==> src/design/ptq_pkg.sv <==
`timescale 1ns / 1ps

package ptq_pkg;

   localparam int unsigned CSR_INDEX_WIDTH = 3;
   localparam int unsigned CSR_DATA_WIDTH  = 24;

   localparam logic [CSR_INDEX_WIDTH-1:0] REG_GAIN_P       = 3'd0;
   localparam logic [CSR_INDEX_WIDTH-1:0] REG_GAIN_D       = 3'd1;
   localparam logic [CSR_INDEX_WIDTH-1:0] REG_GAIN_I       = 3'd2;
   localparam logic [CSR_INDEX_WIDTH-1:0] REG_TORQUE_LIMIT = 3'd3;
   localparam logic [CSR_INDEX_WIDTH-1:0] REG_FILTER_ALPHA = 3'd4;
   localparam logic [CSR_INDEX_WIDTH-1:0] REG_TIME_STEP    = 3'd5;

   localparam logic [22:0] TORQUE_LIMIT_RESET = 23'd8388607;
   localparam logic [16:0] FILTER_ALPHA_RESET = 17'd6554;
   localparam logic [23:0] TIME_STEP_RESET    = 24'd16777;

   // 1.0 in Q1.16 and in Q1.20
   localparam logic [16:0]        ALPHA_ONE     = 17'd65536;
   localparam logic signed [27:0] INTEG_ONE     = 28'sd1048576;
   localparam logic signed [27:0] INTEG_NEG_ONE = -28'sd1048576;

   typedef struct packed {
      logic signed [19:0] measured_pos;
      logic signed [19:0] measured_vel;
      logic signed [19:0] desired_pos;
      logic signed [19:0] desired_vel;
   } req_type;

   typedef struct packed {
      logic signed [23:0] torque;
      logic               torque_clamped;
   } rsp_type;

   typedef enum logic [3:0] {
      ST_IDLE,
      ST_FV_OLD,
      ST_FV_NEW,
      ST_INTEG,
      ST_PROP,
      ST_DERIV,
      ST_GAIN_I,
      ST_SUM_I,
      ST_OUT
   } state_type;

   typedef enum logic [2:0] {
      MUL_NONE,
      MUL_FV_OLD,
      MUL_FV_NEW,
      MUL_INTEG,
      MUL_PROP,
      MUL_DERIV,
      MUL_GAIN_I
   } mul_op_type;

   typedef enum logic [2:0] {
      ACC_NONE,
      ACC_LOAD,
      ACC_FILTER,
      ACC_INTEG,
      ACC_TAU_P,
      ACC_TAU_D,
      ACC_TAU_I
   } acc_op_type;

   typedef struct packed {
      logic       load;
      mul_op_type mul_op;
      acc_op_type acc_op;
      logic       out_load;
   } cmd_type;

   typedef struct packed {
      logic out_free;
   } sts_type;

endpackage

==> src/design/ptq_ctrl.sv <==
`timescale 1ns / 1ps

module ptq_ctrl (
   input  logic              clock,
   input  logic              reset,
   input  logic              req_valid,
   output logic              req_ready,
   input  ptq_pkg::sts_type  sts,
   output ptq_pkg::cmd_type  cmd
);

   ptq_pkg::state_type state_ff;
   ptq_pkg::state_type state_in;

   always_ff @(posedge clock) begin
      if (reset) begin
         state_ff <= ptq_pkg::ST_IDLE;
      end else begin
         state_ff <= state_in;
      end
   end

   always_comb begin
      state_in = state_ff;
      case (state_ff)
         ptq_pkg::ST_IDLE: begin
            if (req_valid) begin
               state_in = ptq_pkg::ST_FV_OLD;
            end
         end
         ptq_pkg::ST_FV_OLD: state_in = ptq_pkg::ST_FV_NEW;
         ptq_pkg::ST_FV_NEW: state_in = ptq_pkg::ST_INTEG;
         ptq_pkg::ST_INTEG:  state_in = ptq_pkg::ST_PROP;
         ptq_pkg::ST_PROP:   state_in = ptq_pkg::ST_DERIV;
         ptq_pkg::ST_DERIV:  state_in = ptq_pkg::ST_GAIN_I;
         ptq_pkg::ST_GAIN_I: state_in = ptq_pkg::ST_SUM_I;
         ptq_pkg::ST_SUM_I:  state_in = ptq_pkg::ST_OUT;
         ptq_pkg::ST_OUT: begin
            if (sts.out_free) begin
               state_in = ptq_pkg::ST_IDLE;
            end
         end
         default: state_in = ptq_pkg::ST_IDLE;
      endcase
   end

   // multiply issued in one state is consumed in the next
   always_comb begin
      req_ready    = 1'b0;
      cmd.load     = 1'b0;
      cmd.mul_op   = ptq_pkg::MUL_NONE;
      cmd.acc_op   = ptq_pkg::ACC_NONE;
      cmd.out_load = 1'b0;
      case (state_ff)
         ptq_pkg::ST_IDLE: begin
            req_ready = 1'b1;
            cmd.load  = req_valid;
         end
         ptq_pkg::ST_FV_OLD: begin
            cmd.mul_op = ptq_pkg::MUL_FV_OLD;
         end
         ptq_pkg::ST_FV_NEW: begin
            cmd.mul_op = ptq_pkg::MUL_FV_NEW;
            cmd.acc_op = ptq_pkg::ACC_LOAD;
         end
         ptq_pkg::ST_INTEG: begin
            cmd.mul_op = ptq_pkg::MUL_INTEG;
            cmd.acc_op = ptq_pkg::ACC_FILTER;
         end
         ptq_pkg::ST_PROP: begin
            cmd.mul_op = ptq_pkg::MUL_PROP;
            cmd.acc_op = ptq_pkg::ACC_INTEG;
         end
         ptq_pkg::ST_DERIV: begin
            cmd.mul_op = ptq_pkg::MUL_DERIV;
            cmd.acc_op = ptq_pkg::ACC_TAU_P;
         end
         ptq_pkg::ST_GAIN_I: begin
            cmd.mul_op = ptq_pkg::MUL_GAIN_I;
            cmd.acc_op = ptq_pkg::ACC_TAU_D;
         end
         ptq_pkg::ST_SUM_I: begin
            cmd.acc_op = ptq_pkg::ACC_TAU_I;
         end
         ptq_pkg::ST_OUT: begin
            cmd.out_load = sts.out_free;
         end
         default: begin
            req_ready = 1'b0;
         end
      endcase
   end

endmodule

==> config.mk <==
export PLATFORM = sky130hd
export DESIGN_NAME = ptq_ctrl
export DESIGN_NICKNAME = d
export VERILOG_FILES = /design/src/design/ptq_pkg.sv /design/src/design/ptq_ctrl.sv
export SDC_FILE = /design/constraint.sdc
export NUM_CORES = 1
export LEC_CHECK = 0
export BUFFER_PORTS_ARGS = -buffer_cell sky130_fd_sc_hd__buf_2
export CAP_MARGIN = 20
export CORE_AREA = 2 2 39 41
export DETAILED_ROUTE_END_ITERATION = 8
export DIE_AREA = 0 0 41 43
export HOLD_SLACK_MARGIN = 0.02
export PLACE_DENSITY = 0.43
export SLEW_MARGIN = 10
export SYNTH_ARGS = -nofsm -noshare
export SYNTH_HDL_FRONTEND = slang
export SYNTH_SLANG_ARGS = --single-unit
==> constraint.sdc <==
create_clock -name clock -period 1.4 [get_ports clock]
set_clock_uncertainty 0.05 [all_clocks]
set_input_delay 0.14 -clock clock [delete_from_list [all_inputs] [get_ports clock]]
set_output_delay 0.14 -clock clock [all_outputs]
set_load 0.02 [all_outputs]
== After elaboration in Yosys (flattened, before gate mapping) ==
Index checks and enable logic that the tools add are counted.
Storage, ports and cells
  register bits after elaboration: 4
Cells by class
  reductions and logical operators: 2
  multiplexer cells: 8
  equal/unequal tests: 10
Operator list (count)
  $pmux W3 S6: 2
  $pmux W4 S9: 1
  $eq A4 B3 Y1 const B: 4
  $eq A4 B2 Y1 const B: 2
  $mux W4: 2
  $eq A4 B1 Y1 const B: 1
  $eq A4 B4 Y1 const B: 1
  $logic_not A4 Y1: 1
  $ne A2 B2 Y1 const B: 2
  $mux W1: 3
  $reduce_and A2 Y1: 1

== Depth between registers and ports, before layout ==
Gate-level depths: netlist of run 1.
  depth in word-level cells: 3
  gate-level depth with buffers: 4
  depth with buffers taken out: 3

== Worst setup path after synthesis of run 1 ==
OpenSTA, ideal clock, no wires.
  path type: reg2out
  start point: register state_ff[1]
  end point: output port cmd[7] (netlist name)
  arrival time: 1.558 ns
  stages on the path, launching flop included: 4
  path slack: -0.348 ns
  required time: 1.210 ns
  cells stage by stage: dfxtp_1 buf_6 nor4_1 and2_1
RTL lines
  from (decl): line ptq_ctrl.sv:12  | ptq_pkg::state_type state_ff;
  from (signal assigned): line ptq_ctrl.sv:17  | state_ff <= ptq_pkg::ST_IDLE;
  from (signal assigned): line ptq_ctrl.sv:19  | state_ff <= state_in;
  to (decl): line ptq_ctrl.sv:9  | output ptq_pkg::cmd_type cmd

==> run_results.csv, run 1 <==
group,metric,value,unit
status,outcome,"finished, final reports clean",
routing,drt-initial-drc-count,3,
setup_path,worstPathRequired,1210,ps
setup_path,critical_path.max_stage_delay,360,ps
setup_path,cp.arrival,1170,ps
cells_and_area,fill_cells,160,
setup_path,cp.depth,3,
routing,firstDrtPassIters,4,
setup_path,setup.worst_path.end,"cmd[7]",
cells_and_area,reg.largest.list,"state_ff (4)",
setup_path,r2r_slack,100,ps
die,rows,14,
clock_network,clk_path_buf_depth,2,
grt,met1_usage,0.09677,
pwr,peakVddDrop,0.3463,mV
setup_path,crit_fanout,7,
yosys,synthFlopType,"dfxtp_1",
timing,timing.fmax,0.7371,GHz
setup_path,startpoint,"state_ff[3]$_SDFFE_PP0P_",
setup_path,reg2reg_depth,3,
pwr,p_leak,0.0002038,uW
timing,fin_crit_sh,0.9691,
yosys,synth-edff-count,0,
grt,grt-busiest-layer,"met2",
grt,grt_max_degree,10,
routing,vias,310,
clock_network,clock-root-buffer,"clkbuf_4",
yosys,synthDistinctLibCells,20,
timing,relSlewSlack,0.7886,
grt,gr-usage-met2,0.1313,
grt,grt_pass1_vias,257,
clock_network,insertion_delay,230,ps
grt,antenna_found_initial,0,
yosys,ys_seq_area_frac,0.2963,
timing,min_period,1357,ps
yosys,yosysWarnings,0,
routing,avgViaCountPerCell,4.493,
setup_path,path_class,"reg -> out",
cells_and_area,antenna_cells,0,
cells_and_area,drive_gt1_frac,0.5472,
pwr,p_total,554.4,uW
yosys,netlist_instances,36,
setup_path,rr_endpoint,"state_ff[3]$_SDFFE_PP0P_",
timing,rsz0062_at_grt,"true",
job,maxCapViolations,0,
timing,setup_violations,0,
yosys,synth_area_per_cell,7.507,sq um
routing,routed_wl,723,um
setup_path,critPathTopFamily,"simple AND/OR/NAND/NOR gates",
setup_path,end_kind,"primary output",
cells_and_area,final_nets,59,
clock_network,cts_num_sinks,4,
grt,met3_usage,0.06283,
die,start_util,0.1953,
setup_path,r2r_start,"state_ff[1]$_SDFFE_PP0P_",
yosys,synth_commonest_cells,"4 x a21oi_1, 4 x dfxtp_1",
cells_and_area,largest_reg_flops,4,
routing,drcViolationCount,0,
die,dieArea,0.001763,sq mm
setup_path,cp-start-kind,"register",
place,port_buffers,12,
place,place.gp.congestion,0.6433,
clock_network,cts_tree,"done",
timing,worst_slack,43.28,ps
clock_network,cts_buffers,3,
routing,ant_nets,0,
yosys,ys_seq_elements,4,
die,die-width,41,um
clock_network,htreeDepth,1,
setup_path,critical_path_buf_inv_count,1,
die,die_h,43,um
grt,grt_pass1_wl,1048,um
setup_path,slowest_stage,"dfxtp_4",
routing,wl_per_cell,10.48,um
clock_network,path_clk_slew,40,ps
timing,tightest_slew,309.2,ps
yosys,synthTopCellsByArea,"dfxtp_1 30%, a21oi_1 7.4%, buf_2 5.6%, nor3_1 5.6%, a211oi_1 5.6%",
pwr,power_density,1214,mW/mm^2
yosys,postSynth.asyncResetShare,0,
yosys,synth_top_area_frac,0.2963,
die,pin_count,13,
die,core,0.001384,sq mm
timing,finalMaxSlewViolations,0,
yosys,yosysTopAreaCell,"dfxtp_1",
worst_hold_path,hp-class,"in -> reg",
setup_path,path_cells,"nor4_4 > and2_1 > buf_6",
cells_and_area,largest-register,"state_ff",
grt,grt_overflow,0,
cells_and_area,areaGrowthSynthToFinish,68.98,%
yosys,synth_area,270.3,sq um
place,hpwl,500.5,um
clock_network,postCtsHoldBufs,0,
place,pre_cts_slack,106.0,ps
timing,hold_violations,0,
yosys,syn_nets,40,
grt,groute.usage.overall,0.09347,
[repair_timing]
action,in CTS,in global routing
setup buffers,1,1
gates resized for setup,6,11
pin swaps,1,2
setup endpoints to repair,7,8
[cells by family (layout without fill, tap and decap cells)]
logic type | after synthesis | count (layout) | synth area share
simple gates | 15 | 15 | 0.3102
compound gates | 8 | 8 | 0.1898
buf+inv | 7 | 24 | 0.1389
flops | 4 | 4 | 0.2963
xor+xnor | 2 | 2 | 0.06483
[how the worst min path moves through the flow]
stage	cells after the start	slack, ps	to	startpoint
6_report	2	50	state_ff[1]$_SDFFE_PP0P_	reset
4_1_cts	2	40	state_ff[1]$_SDFFE_PP0P_	reset
3_3_place_gp	2	310	state_ff[1]$_SDFFE_PP0P_	reset
5_1_grt	2	50	state_ff[1]$_SDFFE_PP0P_	reset
3_5_place_dp	2	310	state_ff[1]$_SDFFE_PP0P_	reset
2_1_floorplan	1	170	state_ff[1]$_SDFFE_PP0P_	reset
[per-stage QoR]
step	utilization	setup TNS [ps]	hold WS, ps	area, sq um	instances
after floorplan	-	0	166.6	285.3	36
after global placement	0.2667	0	308.1	369.1	64
after detailed placement	0.2667	0	306.2	369.1	64
after CTS	0.2957	-4.953	40.85	409.1	68
after global routing	0.3300	-18.22	50.55	456.7	69
final	0.3300	0	50.89	456.7	69
[layout make-up]
type,count,area (sq um),area share
clock buffers,3,22.52,0.04932
inverters,3,11.26,0.02466
multi-input cells,25,187.7,0.4110
flip-flops and latches,4,95.09,0.2082
well taps,16,20.02,0.04384
repair buffers,18,120.1,0.2630
[layer usage]
metal	vias to the layer above	wire [um]
met5	-	0
met4	0	0
met3	0	52
met2	10	345
met1	134	325
li1	166	-
[report_power, final]
| part | total [uW] | switching, uW | internal (uW) |
|---|---|---|---|
| registers | 168 | 37.8 | 131 |
| logic | 245 | 111 | 133 |
| clock network | 141 | 45.7 | 95.8 |
| total | 554 | 195 | 360 |
[cells in the final DEF, fill, tap and decap left out, types with 2 or more instances in the layout]
cell type and count:
a21oi_1 4, buf_2 9, buf_4 7, buf_6 2, clkbuf_4 3, dfxtp_4 4
inv_1 3, nand2_1 2, nor2_1 2, nor3_1 3
Power figures use the tool's default switching activity.
==> run 2: changes to the inputs <==
--- a/config.mk
+++ b/config.mk
@@ -8,6 +8,7 @@
 export BUFFER_PORTS_ARGS = -buffer_cell sky130_fd_sc_hd__buf_2
 export CAP_MARGIN = 20
 export CORE_AREA = 2 2 39 41
+export CTS_BUF_LIST = sky130_fd_sc_hd__clkbuf_8
 export DETAILED_ROUTE_END_ITERATION = 8
 export DIE_AREA = 0 0 41 43
 export HOLD_SLACK_MARGIN = 0.02
==> constraint.sdc (replaced) <==
create_clock -name clock -period 1.6 [get_ports clock]
set_clock_uncertainty 0.05 [all_clocks]
set_input_delay 0.16 -clock clock [delete_from_list [all_inputs] [get_ports clock]]
set_output_delay 0.16 -clock clock [all_outputs]
set_load 0.02 [all_outputs]
==> run_results.csv, run 2 (synthesis results as in run 1) <==
group,metric,value,unit
cells_and_area,final_nets,54,
routing,firstDrtPassIters,3,
setup_path,cp.arrival,1300,ps
pwr,p_leak,0.0001740,uW
timing,hold_violations,0,
timing,tns,0,ps
pwr,p_total,499.8,uW
routing,vias,293,
timing,fin_crit_sh,0.9418,
timing,setup_violations,0,
clock_network,clk_path_buf_depth,2,
die,die_h,43,um
clock_network,cts_buffers,3,
setup_path,worstPathRequired,1390,ps
clock_network,htreeDepth,1,
cells_and_area,reg.largest.list,"state_ff (4)",
cells_and_area,final_common_cell,"buf_2",
timing,tightest_slew,428.5,ps
place,port_buffers,12,
die,start_util,0.1953,
setup_path,cp-start-kind,"register",
grt,groute.usage.overall,0.08643,
die,pin_count,13,
job,maxCapViolations,0,
timing,timing.fmax,0.6636,GHz
clock_network,post_cts_buffers,0,
worst_hold_path,hold_depth,2,
clock_network,path_clk_slew,30,ps
cells_and_area,drive_gt1_frac,0.3542,
die,core,0.001384,sq mm
cells_and_area,antenna_cells,0,
timing,rsz0062_at_grt,"false",
status,outcome,"finished, final reports clean",
grt,grt_overflow,0,
place,hpwl,470.7,um
die,dieArea,0.001763,sq mm
worst_hold_path,hp-class,"in -> reg",
grt,grt_max_degree,13,
grt,antenna_found_initial,0,
clock_network,clock-root-buffer,"clkbuf_8",
grt,grt_pass1_wl,883,um
clock_network,cts_tree,"done",
clock_network,cts_num_sinks,4,
timing,min_period,1507,ps
grt,grt_pass1_vias,202,
die,die-width,41,um
routing,wl_per_cell,9.875,um
cells_and_area,areaGrowthSynthToFinish,43.52,%
clock_network,postCtsHoldBufs,0,
cells_and_area,largest-register,"state_ff",
setup_path,reg2reg_depth,3,
routing,drcViolationCount,0,
setup_path,end_kind,"primary output",
routing,avgViaCountPerCell,4.578,
die,rows,14,
cells_and_area,fill_cells,163,
cells_and_area,mostFrequentLayoutCells,"12 x buf_2, 4 x a21oi_1, 4 x dfxtp_1",
pwr,peakVddDrop,0.3100,mV
timing,finalMaxSlewViolations,0,
pwr,power_density,1289,mW/mm^2
setup_path,path_class,"reg -> out",
timing,relSlewSlack,0.7139,
clock_network,insertion_delay,220,ps
place,place.gp.congestion,0.5820,
routing,ant_nets,0,
setup_path,crit_fanout,10,
routing,drt-initial-drc-count,5,
cells_and_area,largest_reg_flops,4,
routing,routed_wl,632,um
[run 2: cell count changes in the layout (fill, tap and decap cells not counted), sizes merged]
cell | previous run | this run
buf | 18 | 13
[run 2: per-stage QoR]
step | hold slack [ps] | instance area, sq um | worst slack, ps | utilization | std cells
finish | 104.7 | 387.9 | 93.09 | 0.2803 | 64
global route | 121.7 | 387.9 | 9.637 | 0.2803 | 64
CTS | 105.3 | 379.1 | 63.03 | 0.2740 | 64
detailed placement | 334.4 | 337.8 | 255.7 | 0.2441 | 61
global placement | 331.1 | 337.8 | 282.6 | 0.2441 | 61
floorplan | 186.6 | 276.5 | 124.6 | - | 36
[run 2: timing repair]
action,in CTS,in global routing
hold endpoints to repair,0,0
gates resized for setup,0,1
setup endpoints to repair,0,1
[run 2: report_power, final]
part / switching [uW] / internal (uW)
clock network: 48.1 / 160
registers: 30.6 / 112
logic: 83.8 / 65.3
[run 2: area by class of cell]
cell class                 count  area, sq um  area share
clock buffer                   3        41.29      0.1065
tap                           16        20.02     0.05161
inverter                       3        11.26     0.02903
sequential                     4        80.08      0.2065
timing repair buffer          13        67.56      0.1742
multi-input combinational     25        167.7      0.4323
[run 2: layer usage]
layer  global-route usage  wire length, um  vias up  share of wire
li1                     -                -      154              -
met1              0.09032              295      122           0.47
met2              0.09688              237       13           0.38
met3              0.04712               65        4           0.10
met4               0.1200               34        0          0.054
met5                    0                0        -              0
[run 2: worst paths after layout]
| kind | from | to | slack [ps] |
|---|---|---|---|
| worst min-delay path | reset | state_ff[2]$_SDFFE_PP0P_ | 100 |
| worst max register to register | state_ff[0]$_SDFFE_PP0P_ | state_ff[3]$_SDFFE_PP0P_ | 230 |
| worst min register to register | state_ff[3]$_SDFFE_PP0P_ | state_ff[2]$_SDFFE_PP0P_ | 620 |
| worst max-delay path | state_ff[1]$_SDFFE_PP0P_ | cmd[0] | 90 |
[run 2: critical path: stages (launching register included)]
cell and delay (ps):
dfxtp_1 550, nor2_1 160, and4_1 220, buf_2 150
