## src/design/ptq_pkg.sv

```systemverilog
`timescale 1ns / 1ps

package ptq_pkg;

   localparam int unsigned CSR_INDEX_WIDTH = 3;
   localparam int unsigned CSR_DATA_WIDTH  = 24;

   localparam logic [CSR_INDEX_WIDTH-1:0] REG_GAIN_P       = 3'd0;
   localparam logic [CSR_INDEX_WIDTH-1:0] REG_GAIN_D       = 3'd1;
   localparam logic [CSR_INDEX_WIDTH-1:0] REG_GAIN_I       = 3'd2;
   localparam logic [CSR_INDEX_WIDTH-1:0] REG_TORQUE_LIMIT = 3'd3;
   localparam logic [CSR_INDEX_WIDTH-1:0] REG_FILTER_ALPHA = 3'd4;
   localparam logic [CSR_INDEX_WIDTH-1:0] REG_TIME_STEP    = 3'd5;

   localparam logic [22:0] TORQUE_LIMIT_RESET = 23'd8388607;
   localparam logic [16:0] FILTER_ALPHA_RESET = 17'd6554;
   localparam logic [23:0] TIME_STEP_RESET    = 24'd16777;

   // 1.0 in Q1.16 and in Q1.20
   localparam logic [16:0]        ALPHA_ONE     = 17'd65536;
   localparam logic signed [27:0] INTEG_ONE     = 28'sd1048576;
   localparam logic signed [27:0] INTEG_NEG_ONE = -28'sd1048576;

   typedef struct packed {
      logic signed [19:0] measured_pos;
      logic signed [19:0] measured_vel;
      logic signed [19:0] desired_pos;
      logic signed [19:0] desired_vel;
   } req_type;

   typedef struct packed {
      logic signed [23:0] torque;
      logic               torque_clamped;
   } rsp_type;

   typedef enum logic [3:0] {
      ST_IDLE,
      ST_FV_OLD,
      ST_FV_NEW,
      ST_INTEG,
      ST_PROP,
      ST_DERIV,
      ST_GAIN_I,
      ST_SUM_I,
      ST_OUT
   } state_type;

   typedef enum logic [2:0] {
      MUL_NONE,
      MUL_FV_OLD,
      MUL_FV_NEW,
      MUL_INTEG,
      MUL_PROP,
      MUL_DERIV,
      MUL_GAIN_I
   } mul_op_type;

   typedef enum logic [2:0] {
      ACC_NONE,
      ACC_LOAD,
      ACC_FILTER,
      ACC_INTEG,
      ACC_TAU_P,
      ACC_TAU_D,
      ACC_TAU_I
   } acc_op_type;

   typedef struct packed {
      logic       load;
      mul_op_type mul_op;
      acc_op_type acc_op;
      logic       out_load;
   } cmd_type;

   typedef struct packed {
      logic out_free;
   } sts_type;

endpackage

```

## src/design/ptq_datapath.sv

```systemverilog
`timescale 1ns / 1ps

module ptq_datapath (
   input  logic                                   clock,
   input  logic                                   reset,
   input  logic                                   csr_write_enable,
   input  logic [ptq_pkg::CSR_INDEX_WIDTH-1:0]    csr_index,
   input  logic [ptq_pkg::CSR_DATA_WIDTH-1:0]     csr_data,
   input  ptq_pkg::req_type                       req_data,
   input  ptq_pkg::cmd_type                       cmd,
   output ptq_pkg::sts_type                       sts,
   output logic                                   rsp_valid,
   input  logic                                   rsp_ready,
   output ptq_pkg::rsp_type                       rsp_data
);

   logic [23:0] gain_p_ff;
   logic [23:0] gain_d_ff;
   logic [23:0] gain_i_ff;
   logic [22:0] torque_limit_ff;
   logic [16:0] filter_alpha_ff;
   logic [23:0] time_step_ff;

   logic signed [19:0] fv_ff, fv_in;
   logic signed [21:0] integ_ff, integ_in;

   logic signed [19:0] mvel_ff;
   logic signed [19:0] dvel_ff;
   logic signed [20:0] perr_ff;

   logic signed [46:0] prod_ff, prod_in;
   logic signed [46:0] acc_ff;
   logic signed [31:0] tau_ff, tau_in;

   logic               rsp_valid_ff;
   ptq_pkg::rsp_type   rsp_data_ff, rsp_data_in;

   logic [16:0]        alpha_eff;
   logic [16:0]        alpha_rest;
   logic signed [20:0] verr;
   logic signed [24:0] mul_a;
   logic signed [21:0] mul_b;
   logic signed [47:0] filt_sum;
   logic signed [27:0] integ_sum;
   logic signed [31:0] lim_pos;
   logic signed [31:0] lim_neg;

   always_ff @(posedge clock) begin
      if (reset) begin
         gain_p_ff       <= '0;
         gain_d_ff       <= '0;
         gain_i_ff       <= '0;
         torque_limit_ff <= ptq_pkg::TORQUE_LIMIT_RESET;
         filter_alpha_ff <= ptq_pkg::FILTER_ALPHA_RESET;
         time_step_ff    <= ptq_pkg::TIME_STEP_RESET;
      end else if (csr_write_enable) begin
         case (csr_index)
            ptq_pkg::REG_GAIN_P:       gain_p_ff       <= csr_data;
            ptq_pkg::REG_GAIN_D:       gain_d_ff       <= csr_data;
            ptq_pkg::REG_GAIN_I:       gain_i_ff       <= csr_data;
            ptq_pkg::REG_TORQUE_LIMIT: torque_limit_ff <= csr_data[22:0];
            ptq_pkg::REG_FILTER_ALPHA: filter_alpha_ff <= csr_data[16:0];
            ptq_pkg::REG_TIME_STEP:    time_step_ff    <= csr_data;
            default: begin
            end
         endcase
      end
   end

   assign alpha_eff  = (filter_alpha_ff > ptq_pkg::ALPHA_ONE) ? ptq_pkg::ALPHA_ONE
                                                              : filter_alpha_ff;
   assign alpha_rest = ptq_pkg::ALPHA_ONE - alpha_eff;
   assign verr       = {dvel_ff[19], dvel_ff} - {fv_ff[19], fv_ff};

   always_ff @(posedge clock) begin
      if (cmd.load) begin
         mvel_ff <= req_data.measured_vel;
         dvel_ff <= req_data.desired_vel;
         perr_ff <= {req_data.desired_pos[19], req_data.desired_pos}
                  - {req_data.measured_pos[19], req_data.measured_pos};
      end
   end

   // shared multiplier, 25 x 22 signed
   always_comb begin
      mul_a = '0;
      mul_b = '0;
      case (cmd.mul_op)
         ptq_pkg::MUL_FV_OLD: begin
            mul_a = signed'({8'b0, alpha_rest});
            mul_b = {{2{fv_ff[19]}}, fv_ff};
         end
         ptq_pkg::MUL_FV_NEW: begin
            mul_a = signed'({8'b0, alpha_eff});
            mul_b = {{2{mvel_ff[19]}}, mvel_ff};
         end
         ptq_pkg::MUL_INTEG: begin
            mul_a = signed'({1'b0, time_step_ff});
            mul_b = {perr_ff[20], perr_ff};
         end
         ptq_pkg::MUL_PROP: begin
            mul_a = signed'({1'b0, gain_p_ff});
            mul_b = {perr_ff[20], perr_ff};
         end
         ptq_pkg::MUL_DERIV: begin
            mul_a = signed'({1'b0, gain_d_ff});
            mul_b = {verr[20], verr};
         end
         ptq_pkg::MUL_GAIN_I: begin
            mul_a = signed'({1'b0, gain_i_ff});
            mul_b = integ_ff;
         end
         default: begin
            mul_a = '0;
            mul_b = '0;
         end
      endcase
   end

   assign prod_in = mul_a * mul_b;

   always_ff @(posedge clock) begin
      prod_ff <= prod_in;
      if (cmd.acc_op == ptq_pkg::ACC_LOAD) begin
         acc_ff <= prod_ff;
      end
   end

   assign filt_sum  = {acc_ff[46], acc_ff} + {prod_ff[46], prod_ff};
   assign integ_sum = {{6{integ_ff[21]}}, integ_ff} + {prod_ff[46], prod_ff[46:20]};

   always_comb begin
      fv_in    = fv_ff;
      integ_in = integ_ff;
      tau_in   = tau_ff;
      case (cmd.acc_op)
         ptq_pkg::ACC_FILTER: begin
            fv_in = filt_sum[35:16];
         end
         ptq_pkg::ACC_INTEG: begin
            if (integ_sum > ptq_pkg::INTEG_ONE) begin
               integ_in = ptq_pkg::INTEG_ONE[21:0];
            end else if (integ_sum < ptq_pkg::INTEG_NEG_ONE) begin
               integ_in = ptq_pkg::INTEG_NEG_ONE[21:0];
            end else begin
               integ_in = integ_sum[21:0];
            end
         end
         ptq_pkg::ACC_TAU_P: begin
            tau_in = {prod_ff[46], prod_ff[46:16]};
         end
         ptq_pkg::ACC_TAU_D: begin
            tau_in = tau_ff + {prod_ff[46], prod_ff[46:16]};
         end
         ptq_pkg::ACC_TAU_I: begin
            tau_in = tau_ff + {{5{prod_ff[46]}}, prod_ff[46:20]};
         end
         default: begin
            tau_in = tau_ff;
         end
      endcase
   end

   always_ff @(posedge clock) begin
      if (reset) begin
         fv_ff    <= '0;
         integ_ff <= '0;
      end else begin
         fv_ff    <= fv_in;
         integ_ff <= integ_in;
      end
   end

   always_ff @(posedge clock) begin
      tau_ff <= tau_in;
   end

   // symmetric torque clamp
   assign lim_pos = signed'({9'b0, torque_limit_ff});
   assign lim_neg = -lim_pos;

   always_comb begin
      rsp_data_in.torque         = tau_ff[23:0];
      rsp_data_in.torque_clamped = 1'b0;
      if (tau_ff > lim_pos) begin
         rsp_data_in.torque         = lim_pos[23:0];
         rsp_data_in.torque_clamped = 1'b1;
      end else if (tau_ff < lim_neg) begin
         rsp_data_in.torque         = lim_neg[23:0];
         rsp_data_in.torque_clamped = 1'b1;
      end
   end

   always_ff @(posedge clock) begin
      if (reset) begin
         rsp_valid_ff <= 1'b0;
      end else if (cmd.out_load) begin
         rsp_valid_ff <= 1'b1;
      end else if (rsp_ready) begin
         rsp_valid_ff <= 1'b0;
      end
   end

   always_ff @(posedge clock) begin
      if (cmd.out_load) begin
         rsp_data_ff <= rsp_data_in;
      end
   end

   assign sts.out_free = !rsp_valid_ff || rsp_ready;
   assign rsp_valid    = rsp_valid_ff;
   assign rsp_data     = rsp_data_ff;

endmodule

```

## config.mk

```make
export PLATFORM = sky130hd
export DESIGN_NAME = ptq_datapath
export DESIGN_NICKNAME = d
export VERILOG_FILES = /design/src/design/ptq_pkg.sv /design/src/design/ptq_datapath.sv
export SDC_FILE = /design/constraint.sdc
export NUM_CORES = 2
export LEC_CHECK = 0
export BUFFER_PORTS_ARGS = -buffer_cell sky130_fd_sc_hd__buf_2
export CAP_MARGIN = 20
export CELL_PAD_IN_SITES_DETAIL_PLACEMENT = 1
export CELL_PAD_IN_SITES_GLOBAL_PLACEMENT = 1
export CORE_ASPECT_RATIO = 0.7
export CORE_MARGIN = 2
export CORE_UTILIZATION = 35
export CTS_CLUSTER_DIAMETER = 60
export DETAILED_ROUTE_END_ITERATION = 8
export HOLD_SLACK_MARGIN = 0.02
export PLACE_DENSITY = 0.62
export SYNTH_ARGS = -nofsm -noshare
export SYNTH_HDL_FRONTEND = slang
export SYNTH_SLANG_ARGS = --single-unit
```

## constraint.sdc

```tcl
create_clock -name clock -period 10.6 [get_ports clock]
set_input_delay 0.53 -clock clock [delete_from_list [all_inputs] [get_ports clock]]
set_output_delay 0.53 -clock clock [all_outputs]
set_load 0.02 [all_outputs]
```

## Word-level counts from Yosys, hierarchy flattened

Index checks and enable logic that the tools add are counted.

| storage, ports and cells | value |
|---|---|
| flip-flop bits (word level) | 380 |
| input port bits | 119 |
| output and inout bits | 27 |
| word-level logic and storage cells | 71 |

| operators by class | value |
|---|---|
| add/subtract/negate cells | 8 |
| multiply operators | 1 |
| $lt $le $gt $ge | 5 |
| equality and inequality tests | 17 |
| mux-type cells | 10 |
| reductions and logical operators | 12 |

Operators by type and width:

| kind | number |
|---|---|
| case mux 24 bit (6 select lines) | 1 |
| case mux 22 bit (5 select lines) | 1 |
| case mux 32 bit (3 select lines) | 1 |
| adder 32 bit | 2 |
| multiplier 25 x 22 -> 47 bit | 1 |
| 2-to-1 mux 22 bit | 2 |
| subtractor 20 x 20 -> 21 bit | 2 |
| adder 36 bit | 1 |
| > comparator 32 x 24 -> 1 bit | 1 |
| < comparator 32 bit | 1 |
| negator 23 -> 32 bit | 1 |
| adder 22 x 27 -> 28 bit | 1 |
| > comparator 28 x 22 -> 1 bit, second input constant | 1 |
| < comparator 28 x 21 -> 1 bit, second input constant | 1 |
| 2-to-1 mux 25 bit | 1 |
| equality test 3 bit, second input constant | 8 |
| 2-to-1 mux 24 bit | 1 |
| equality test 3 x 2 -> 1 bit, second input constant | 6 |
| > comparator 17 bit, second input constant | 1 |
| 2-to-1 mux 17 bit | 1 |
| subtractor 17 bit, first input constant | 1 |
| AND reduction 2 bit | 6 |
| equality test 3 x 1 -> 1 bit, second input constant | 3 |
| zero test 3 bit | 1 |
| other kinds (6) | 7 |

## Logic depth before layout (Yosys ltp)

| depth | value |
|---|---|
| depth after elaboration | 5 |
| gate-level depth with buffers | 41 |
| depth with buffers taken out | 40 |

## Least setup slack after synthesis

No wires, ideal clock.

| timing path | value |
|---|---|
| path kind | flip-flop to flip-flop |
| from | register filter_alpha_ff[2] |
| to | register prod_ff[44] |
| library setup time | 106 ps |
| data arrival time | 9633 ps |
| data required time | 10494 ps |
| slack | 861 ps |
| cell stages (with the launch flop) | 35 |
| buffers on the path | 0 |
| clock period less this slack | 9739 ps |
| path through | dfxtp_1 > or4_1 > nor4_2 > nand2b_1 > or3_1 > o21ai_2 > nand2_1 > ha_1 > o21ai_0 > nor3_1 > a21oi_1 > o22ai_1 > a221oi_1 > nor2_1 > fa_1 > fa_1 > inv_1 > fa_1 > fa_1 > inv_1 > fa_1 > fa_1 > fa_1 > ha_1 > a21o_1 > a21oi_1 > o21ai_0 > a221o_1 > o21ai_0 > nand3_1 > o31ai_1 > o21ai_0 > and4_1 > or4_1 > o311ai_0 |

| on the way | value |
|---|---|
| word-level cells in the longest chain between the ends | 5 |

RTL lines:

| element | RTL line | RTL |
|---|---|---|
| start, declared | ptq_datapath.sv:21 | `logic [16:0] filter_alpha_ff;` |
| start signal, assigned | ptq_datapath.sv:54 | `filter_alpha_ff <= ptq_pkg::FILTER_ALPHA_RESET;` |
| start signal, assigned | ptq_datapath.sv:62 | `ptq_pkg::REG_FILTER_ALPHA: filter_alpha_ff <= csr_data[16:0];` |
| > comparator 17 bit | ptq_datapath.sv:70 | `assign alpha_eff = (filter_alpha_ff > ptq_pkg::ALPHA_ONE) ? ptq_pkg::ALPHA_ONE` |
| 2-to-1 mux 17 bit * | ptq_datapath.sv:70 |  |
| subtractor 17 bit | ptq_datapath.sv:72 | `assign alpha_rest = ptq_pkg::ALPHA_ONE - alpha_eff;` |
| case mux 24 bit (6 select lines) * | ptq_datapath.sv:88 | `case (cmd.mul_op)` |
| multiplier 25 x 22 -> 47 bit * | ptq_datapath.sv:120 | `assign prod_in = mul_a * mul_b;` |
| via prod_in[44] | ptq_datapath.sv:31 | `logic signed [46:0] prod_ff, prod_in;` |
| end signal, assigned | ptq_datapath.sv:123 | `prod_ff <= prod_in;` |
| end, declared | ptq_datapath.sv:31 |  |

The timed path passes the listed nets; every way through them passes the cells marked *.
A chain may end at the register's enable or synchronous reset.

## Worst setup path after layout

| timing path | value |
|---|---|
| from | register dvel_ff[0] |
| to | register prod_ff[44] |

| on the way | value |
|---|---|
| word-level cells in the longest chain between the ends | 3 |

RTL lines:

| element | RTL line | RTL |
|---|---|---|
| start, declared | ptq_datapath.sv:28 | `logic signed [19:0] dvel_ff;` |
| start signal, assigned | ptq_datapath.sv:78 | `dvel_ff <= req_data.desired_vel;` |
| subtractor 20 x 20 -> 21 bit | ptq_datapath.sv:73 | `assign verr = {dvel_ff[19], dvel_ff} - {fv_ff[19], fv_ff};` |
| case mux 22 bit (5 select lines) | ptq_datapath.sv:88 |  |
| multiplier 25 x 22 -> 47 bit | ptq_datapath.sv:120 |  |
| via prod_in[44] | ptq_datapath.sv:31 |  |

The timed path passes the listed nets, and every way through them passes these cells.

==> impl_results.md <==
- Status: complete, no violations
- Final Hold Vio Count: 0
- #FFs+latches synth: 380
- # rows: 103
- CP peak stage delay: 0.56 ns
- Number of synthesized flops with an enable pin: 154
- Clk_lat worst skew: 0.63 ns
- Synth-to-layout area growth: 13.0%
- CTS buffer count: 47
- Post-synth ARST share: 0
- Total Wirelength: 145 mm
- Largest buffer count on any clock path: 3
- Port Buf Inserts: 145
- Yosys warnings: 0
- Routed Antenna Nets: 0
- Worst Skew: 0.0336 ns
- Cell variety after synth: 80
- Via/cell ratio: 5.35
- Die footprint: 116000 um^2
- Primary FF master, synth: dfxtp_1
- Worst path bufs/invs: 7
- Slew HR: 0.254
- Root Driver: clkbuf_16
- Die width: 406 um
- Die height: 285 um
- Initial Utilization: 0.351
- Part of the Yosys area used for sequential elements: 0.232
- Clock Sinks: 380
- Antenna violations before repair: 6
- Layout cells sized above 1: 0.109
- Setup crit end kind: flop
- Total number of vias: 33200
- Total track usage: 0.252
- Clock-pin slew on the worst setup and hold paths: 0.07 ns
- LEAKAGE: 0.0203 uW
- Pwr dens: 169 nW/um^2
- WP data required: 11.12 ns
- DRC viols: 0
- Final setup fails: 0
- Mapped cell area: 39500 um^2
- Slew @ Worst Pin: 1.12 ns
- # nets final: 5590
- Post-route setup TNS: 0 ns
- Gr ovfl total: 0
- Syn_nets: 5432
- WL/cell: 23.4 um
- Synthesized area per cell: 8.79 um^2
- Final Max Tran Viols: 0
- DR iter-0 viols: 2464
- CP delay by family, top: adder cells
- Max Cap Viol: 0
- Crit share post-route: 0.947
- Largest net degree at the start of global routing: 101
- Setup Crit Path Kind: flop to flop
- Drt pass-1 iters: 5
- Hold Crit Class: input port to flop
- Max Fanout on Critical Path: 6
- Cts-stage hold buffer count: 0
- CP max stage cell: fa_1
- Syn Inst Count: 4492
- I/O pins: 146
- Worst Path Arrival: 10.56 ns
- Core Region: 112000 um^2
- Kind of start point of the critical path: flop
- H-tree levels: 2
- Highest clock rate: 0.0996 GHz
- CTS tree: built
- Placed cell area: 42800 um^2
- Finished Cell Area: 44600 um^2
- Minimum clock period: 10.04 ns
- Peak supply drop: 0.124 mV
- Vias in the first global route: 34200
- First-pass GRT wire length: 219 mm
- Top cell by count, worst path: fa_1
- RePlAce Congestion: 0.934
- DP Wirelength: 117 mm
[cells by family (layout without fill, tap and decap cells)]
kind of cell	Yosys count	after routing	synth area share
DFF	380	380	0.232
muxes	37	37	0.0103
xor gates and xnor gates	147	147	0.0326
other	0	3	0
buffers and inverters	762	957	0.0728
and+or+nand+nor	1525	1525	0.173
adders and majority gates	821	821	0.344
AOI/OAI and AO/OA	820	820	0.136
[path summary, 6_finish.rpt]
kind	start	to	slack [ns]	cells past startpoint
worst min register to register	prod_ff[9]$_DFF_P_	acc_ff[9]$_DFFE_PN_	0.44	0
worst min-delay path	req_data[54]	mvel_ff[14]$_DFFE_PP_	0.08	1
worst max register to register	dvel_ff[0]$_DFFE_PP_	prod_ff[44]$_DFF_P_	0.56	37
worst max-delay path	dvel_ff[0]$_DFFE_PP_	prod_ff[44]$_DFF_P_	0.56	37
[where the power goes]
| group | leakage [uW] | switching, uW | internal, uW |
|---|---|---|---|
| Sequential | 0.00332 | 234 | 1760 |
| Clock | 0.000765 | 722 | 919 |
| Combinational | 0.0163 | 2380 | 1530 |
| Total | 0.0203 | 3340 | 4200 |
[worst reg2reg max path: cells and delay by family (launching register included)]
| kind | cells | cell delay [ns] |
|---|---|---|
| adders and majority gates | 10 | 4.69 |
| AOI/OAI and AO/OA | 14 | 2.80 |
| and+or+nand+nor | 6 | 1.45 |
| buffers and inverters | 7 | 0.67 |
| DFF | 1 | 0.35 |
[synth_stat cells, drive strengths merged, types with 7 or more instances]
library cell | number | area share
and2 | 73 | 0.012
clkbuf | 196 | 0.019
nand2b | 41 | 0.0065
nand4 | 30 | 0.0048
mux2i | 8 | 0.0020
a211oi | 30 | 0.0058
a211o | 7 | 0.0016
nor3 | 76 | 0.0096
a21o | 65 | 0.012
edfxtp | 154 | 0.12
or2 | 13 | 0.0021
a21oi | 279 | 0.035
a22o | 48 | 0.011
xor2 | 54 | 0.012
o31ai | 11 | 0.0021
o21ai | 150 | 0.019
a2111oi | 8 | 0.0022
ha | 379 | 0.12
buf | 12 | 0.0016
o21bai | 21 | 0.0040
xnor2 | 93 | 0.021
or4 | 12 | 0.0024
and4 | 9 | 0.0020
nor4 | 14 | 0.0025
a221oi | 28 | 0.0062
and3 | 14 | 0.0022
mux2 | 29 | 0.0083
a31oi | 21 | 0.0033
dfxtp | 226 | 0.11
o21a | 30 | 0.0057
nor2 | 244 | 0.023
a221o | 23 | 0.0058
nand2 | 837 | 0.080
nand3b | 39 | 0.0074
fa | 442 | 0.22
nor2b | 50 | 0.0079
a22oi | 39 | 0.0074
inv | 553 | 0.053
nand3 | 41 | 0.0052
or3 | 20 | 0.0032
[registers in the layout, summed over array words and instances, names as in the netlist, 21 cells and up]
name	count
torque_limit_ff	23
integ_ff	22
perr_ff	21
gain_p_ff	24
prod_ff	47
rsp_data	25
tau_ff	32
acc_ff	36
gain_i_ff	24
gain_d_ff	24
time_step_ff	24
[layout by cell type, fill, tap and decap left out, drive strengths merged, types with 20 or more instances in the layout]
cell | synthesis | layout
a221oi | 28 | 28
nand2 | 837 | 837
nor3 | 76 | 76
a21o | 65 | 65
a31oi | 21 | 21
a21oi | 279 | 279
dfxtp | 226 | 226
a211oi | 30 | 30
o21bai | 21 | 21
nand2b | 41 | 41
clkbuf | 196 | 64
inv | 553 | 562
nor2 | 244 | 244
o21ai | 150 | 150
xnor2 | 93 | 93
nor2b | 50 | 50
edfxtp | 154 | 154
nand3 | 41 | 41
buf | 12 | 317
a221o | 23 | 23
xor2 | 54 | 54
ha | 379 | 379
o21a | 30 | 30
nand4 | 30 | 30
fa | 442 | 442
a22o | 48 | 48
mux2 | 29 | 29
or3 | 20 | 20
nand3b | 39 | 39
a22oi | 39 | 39
and2 | 73 | 73
[layer usage]
| metal | track usage | wire length (um) | vias up |
|---|---|---|---|
| li1 | - | - | 15300 |
| met3 | 0.0517 | 11500 | 161 |
| met2 | 0.368 | 60400 | 914 |
| met5 | 0 | 12 | - |
| met1 | 0.380 | 70100 | 16900 |
| met4 | 0.0530 | 3310 | 2 |
[timing repair]
item / in CTS / in global routing
resized for setup: 2 / 23
setup buffers: 0 / 8
setup endpoints to repair: 7 / 15
pin swaps: 0 / 3
[cell type report]
cell class | count | area (um^2)
inverter | 554 | 2080
clock inverter | 22 | 203
multi-input combinational | 3350 | 27700
antenna | 3 | 7.51
clock buffer | 64 | 1360
sequential | 380 | 9150
timing repair buffer | 317 | 2170
tap | 1522 | 1900
fill | 13200 | 67800
[per-stage QoR]
step,cells,setup slack [ns],hold WS (ns),util,total power (uW)
final,6212,0.563,0.0811,0.397,7540
after floorplan,4492,0.861,0.409,-,4430
after global routing,6209,-0.0159,0.0626,0.397,8100
after detailed placement,6113,-0.241,0.431,0.381,5860
after CTS,6199,0.0255,0.0511,0.395,7550
after global placement,6113,-0.0665,0.426,0.381,5790
No activity file was read; power rests on OpenSTA's default activity.
